## src/hw/rtl/bca_pkg.sv

```systemverilog
package bca_pkg;

  // Store geometry
  localparam int unsigned NUM_BINS   = 4096;
  localparam int unsigned TOTAL_BITS = 40;
  localparam int unsigned BIN_AW     = $clog2(NUM_BINS);
  localparam int unsigned USED_W     = BIN_AW + 1;

  // Request operation codes
  localparam logic [1:0] OP_ADD   = 2'd0;
  localparam logic [1:0] OP_READ  = 2'd1;
  localparam logic [1:0] OP_CLEAR = 2'd2;

  // Result status codes
  localparam logic [1:0] ST_OK       = 2'd0;
  localparam logic [1:0] ST_FILTERED = 2'd1;
  localparam logic [1:0] ST_DROPPED  = 2'd2;

  // Configuration port
  localparam int unsigned CFG_IDX_W  = 1;
  localparam int unsigned CFG_DATA_W = 16;
  localparam logic [CFG_IDX_W-1:0] CFG_BIN_WIDTH = 1'd0;
  localparam logic [CFG_IDX_W-1:0] CFG_MIN_QUAL  = 1'd1;
  localparam logic [15:0] BIN_WIDTH_RST = 16'd1000;
  localparam logic [7:0]  MIN_QUAL_RST  = 8'd4;

  // Start divider: quotient bits retired per cycle
  localparam int unsigned DIV_BITS   = 4;
  localparam int unsigned DIV_STEPS  = 32 / DIV_BITS;
  localparam int unsigned DIV_CNT_W  = $clog2(DIV_STEPS);

  // Controller to datapath commands
  typedef struct packed {
    logic load;
    logic stat_upd;
    logic stat_clr;
    logic div_start;
    logic walk_init;
    logic bin_rd;
    logic bin_wr;
    logic idx_rd;
    logic clr_wr;
    logic resp_load;
  } bca_cmd_t;

  // Datapath to controller status
  typedef struct packed {
    logic [1:0] op;
    logic       filtered;
    logic       span_zero;
    logic       div_done;
    logic       first_beyond;
    logic       walk_last;
    logic       clr_last;
    logic       out_free;
  } bca_sts_t;

endpackage

```

## src/hw/rtl/bca_ctrl.sv

```systemverilog
module bca_ctrl import bca_pkg::*; (
  input  logic     clk_i,
  input  logic     rst_ni,
  input  logic     in_valid_i,
  output logic     in_ready_o,
  input  bca_sts_t sts_i,
  output bca_cmd_t cmd_o
);

  typedef enum logic [3:0] {
    S_BOOT_CLR,
    S_IDLE,
    S_EVAL,
    S_DIV,
    S_BIN_RD,
    S_BIN_WR,
    S_ITEM_CLR,
    S_RESP
  } state_e;

  state_e state_q;
  state_e state_d;

  // Sequence one request at a time
  always_comb begin
    state_d    = state_q;
    cmd_o      = '0;
    in_ready_o = 1'b0;
    case (state_q)
      S_BOOT_CLR: begin
        cmd_o.clr_wr = 1'b1;
        if (sts_i.clr_last) begin
          state_d = S_IDLE;
        end
      end
      S_IDLE: begin
        in_ready_o = 1'b1;
        if (in_valid_i) begin
          cmd_o.load = 1'b1;
          state_d    = S_EVAL;
        end
      end
      S_EVAL: begin
        case (sts_i.op)
          OP_ADD: begin
            if (sts_i.filtered) begin
              state_d = S_RESP;
            end else begin
              cmd_o.stat_upd = 1'b1;
              if (sts_i.span_zero) begin
                state_d = S_RESP;
              end else begin
                cmd_o.div_start = 1'b1;
                state_d         = S_DIV;
              end
            end
          end
          OP_READ: begin
            cmd_o.idx_rd = 1'b1;
            state_d      = S_RESP;
          end
          OP_CLEAR: begin
            cmd_o.stat_clr = 1'b1;
            state_d        = S_ITEM_CLR;
          end
          default: begin
            state_d = S_RESP;
          end
        endcase
      end
      S_DIV: begin
        if (sts_i.div_done) begin
          cmd_o.walk_init = 1'b1;
          state_d = sts_i.first_beyond ? S_RESP : S_BIN_RD;
        end
      end
      S_BIN_RD: begin
        cmd_o.bin_rd = 1'b1;
        state_d      = S_BIN_WR;
      end
      S_BIN_WR: begin
        cmd_o.bin_wr = 1'b1;
        state_d = sts_i.walk_last ? S_RESP : S_BIN_RD;
      end
      S_ITEM_CLR: begin
        cmd_o.clr_wr = 1'b1;
        if (sts_i.clr_last) begin
          state_d = S_RESP;
        end
      end
      S_RESP: begin
        if (sts_i.out_free) begin
          cmd_o.resp_load = 1'b1;
          state_d         = S_IDLE;
        end
      end
      default: begin
        state_d = S_IDLE;
      end
    endcase
  end

  always_ff @(posedge clk_i or negedge rst_ni) begin
    if (!rst_ni) begin
      state_q <= S_BOOT_CLR;
    end else begin
      state_q <= state_d;
    end
  end

endmodule

```

## config.mk

```make
export PLATFORM = sky130hd
export DESIGN_NAME = bca_ctrl
export DESIGN_NICKNAME = d
export VERILOG_FILES = /design/src/hw/rtl/bca_pkg.sv /design/src/hw/rtl/bca_ctrl.sv
export SDC_FILE = /design/constraint.sdc
export NUM_CORES = 1
export LEC_CHECK = 0
export BUFFER_PORTS_ARGS = -buffer_cell sky130_fd_sc_hd__buf_2
export CAP_MARGIN = 10
export CORE_AREA = 2 2 39 41
export CTS_CLUSTER_DIAMETER = 80
export CTS_CLUSTER_SIZE = 24
export DETAILED_ROUTE_END_ITERATION = 6
export DIE_AREA = 0 0 41 43
export SYNTH_ARGS = -nofsm -noshare
export SYNTH_HDL_FRONTEND = slang
export SYNTH_SLANG_ARGS = --single-unit
```

## constraint.sdc

```tcl
create_clock -name clk_i -period 4.5 [get_ports clk_i]
set_clock_uncertainty 0.2 [all_clocks]
set_input_delay 0.675 -clock clk_i [delete_from_list [all_inputs] [get_ports clk_i]]
set_output_delay 0.675 -clock clk_i [all_outputs]
set_load 0.005 [all_outputs]
```

==> impl_metrics.ini <==
[timing]
worst_pin_slew_ns = 0.392
fin_setup_tns_ns = 0
final.setup.worst_slack_ns = 2.20
slew_headroom = 0.739
setup_violations = 0
fin_crit_sh = 0.510
period_needed_ns = 2.30
max_freq_mhz = 435
finalHoldViolCount = 0
grt_setup_unrepaired = no
final_max_slew_viol_count = 0

[cts]
clock_sinks = 3
cts_max_level = 1
ctsResizeCount = 0
cts_tree = built
clk_path_buf_depth = 2
cts_buffers = 3
cts-root-buf = clkbuf_4
cts_setup_buffers = 0
clk_latency_ns = 0.23
cts.hold.buffers_added = 0
path_clk_slew_ns = 0.04

[final_layout]
reg_top3 = state_q: 3 flops
num-nets-final = 82
antennaDiodeCount = 0
utilization = 0.343
area_delta_synth_final_pct = 39.3
layout.cells.most_common = buf_2
top_register = state_q
final_cell_mix = 22 x buf_2, 6 x nand2_1, 4 x and2_1, 4 x nor2_1, 4 x nand2b_1
largest_reg_flops = 3
fillerInstances = 161
fin_area_um2 = 474
seqCellArea_um2 = 75.1
drive_above_1_share = 0.377
multi_input_area_um2 = 243
final_cells = 85

[placement]
pre_cts_ws_ns = 2.31
placed_cells = 81
dp_hpwl_um = 700
io_buffers = 22
dpl-instance-area_um2 = 448
gp_congestion = 0.726

[global_routing]
grt_pass1_wl_um = 1250
use_met1 = 0.119
grt_use_total = 0.108
overflow = 0
antenna_found_initial = 0
gr-usage-met3 = 0.0314
grt_pass1_vias = 327
gr-max-usage-layer = met2
met2_usage = 0.163
grt_max_degree = 13

[route]
wire_per_inst_um = 10.5
drc_errors = 0
wirelength_um = 893
via_per_inst = 4.76
vias = 405
dr.pass1.iters = 4
ant_nets = 0
drtIter0Drc = 11

[yosys]
synth_ff_type = dfrtp_1
syn_area_um2 = 340
netlist_top_cells_area = dfrtp_1 22%, and2_1 7.4%, nand2b_1 7.4%
synth.distinct_cells = 22
syn_nets = 58
synth_top_area_cell = dfrtp_1
yosys_warnings = 0
synthArstFlopShare = 1.00
postSynthRegisterBits = 3
syn_inst = 46
synth-seq-area-share = 0.221
avgSynthCellArea_um2 = 7.40
yosysTopAreaCellShare = 0.221
synth-edff-count = 0

[critical_path]
cp-endpoint = cmd_o[8]
path_cells = and2b_1 -> nand2_1 -> nor3_1 -> buf_2
slowest_delay_ns = 0.57
crit_slowest_cell = dfrtp_1
critPathArrivalTime_ns = 1.42
rr_startpoint = state_q[2]
criticalPathCategory = reg -> out
end_kind = output pin
rrSetupSlack_ns = 2.87
worstPathRequired_ns = 3.62
r2r_end = state_q[1]
cp-startpoint = state_q[1]
r2r.worst_path.cells = 3
cp-start-kind = register
crit_fanout = 12

[outcome]
status = finished clean

[power_and_ir_drop]
peakVddDrop_v = 0.000134
power_density_mw_per_mm2 = 561
leakage_nw = 0.253

[floorplanning]
io_pins = 23
die_area_mm2 = 0.00176
die_y_um = 43
coreArea_mm2 = 0.00138
die_x_um = 41
start_util = 0.246
core.rowCount = 14

[worst_hold_path]
hold_path.class = in -> async

[job]
cap_violations = 0
[power breakdown]
group	total, mW	internal [mW]	switching (mW)
Clock	0.0475	0.0332	0.0142
Sequential	0.0787	0.0404	0.0384
Combinational	0.140	0.0789	0.0610
[how the worst min path moves through the flow]
stage,to,slack (ns),startpoint,cells past startpoint
after floorplan,state_q[0],0.18,rst_ni,0
after global placement,state_q[0],0.27,rst_ni,1
after detailed placement,state_q[1],0.28,rst_ni,1
after CTS,state_q[2],0.03,rst_ni,1
after global routing,state_q[2],0.03,rst_ni,1
final,state_q[2],0.03,rst_ni,1
[synth_stat cells (2+ instances only)]
master    count
nand2_1       6
nor3b_1       2
nand2b_1      4
nor3_1        3
dfrtp_1       3
nor2_1        4
and2_1        4
o21ai_0       2
and3_1        3
nor2b_1       3
[worst max-delay path, delay by kind of cell, from the launching register on]
kind | cells | cell delay (ns)
buf+inv | 1 | 0.13
simple gates | 3 | 0.49
flops | 1 | 0.57
[cell families after synthesis]
logic type | after synthesis | share of synthesized area
buffers and inverters | 3 | 0.0662
DFF | 3 | 0.221
AOI/OAI and AO/OA | 8 | 0.180
and+or+nand+nor | 32 | 0.533
[per-stage QoR]
step / hold WS, ns / power (mW)
3_3_place_gp: 0.271 / 0.220
2_1_floorplan: 0.179 / 0.189
5_1_grt: 0.0275 / 0.291
3_5_place_dp: 0.276 / 0.221
6_report: 0.0283 / 0.266
4_1_cts: 0.0263 / 0.271
[cell type report]
type                            count  share of cell area
Clock buffer                        4              0.0554
Multi-Input combinational cell     40               0.512
Sequential cell                     3               0.158
Tap cell                           16              0.0422
Timing Repair Buffer               22               0.232
[metal layers]
metal	routed length, um	vias to the layer above
met5	0	-
met4	0	0
met3	77	0
met2	438	20
met1	376	177
li1	-	208
(Power assumes the default switching activity.)
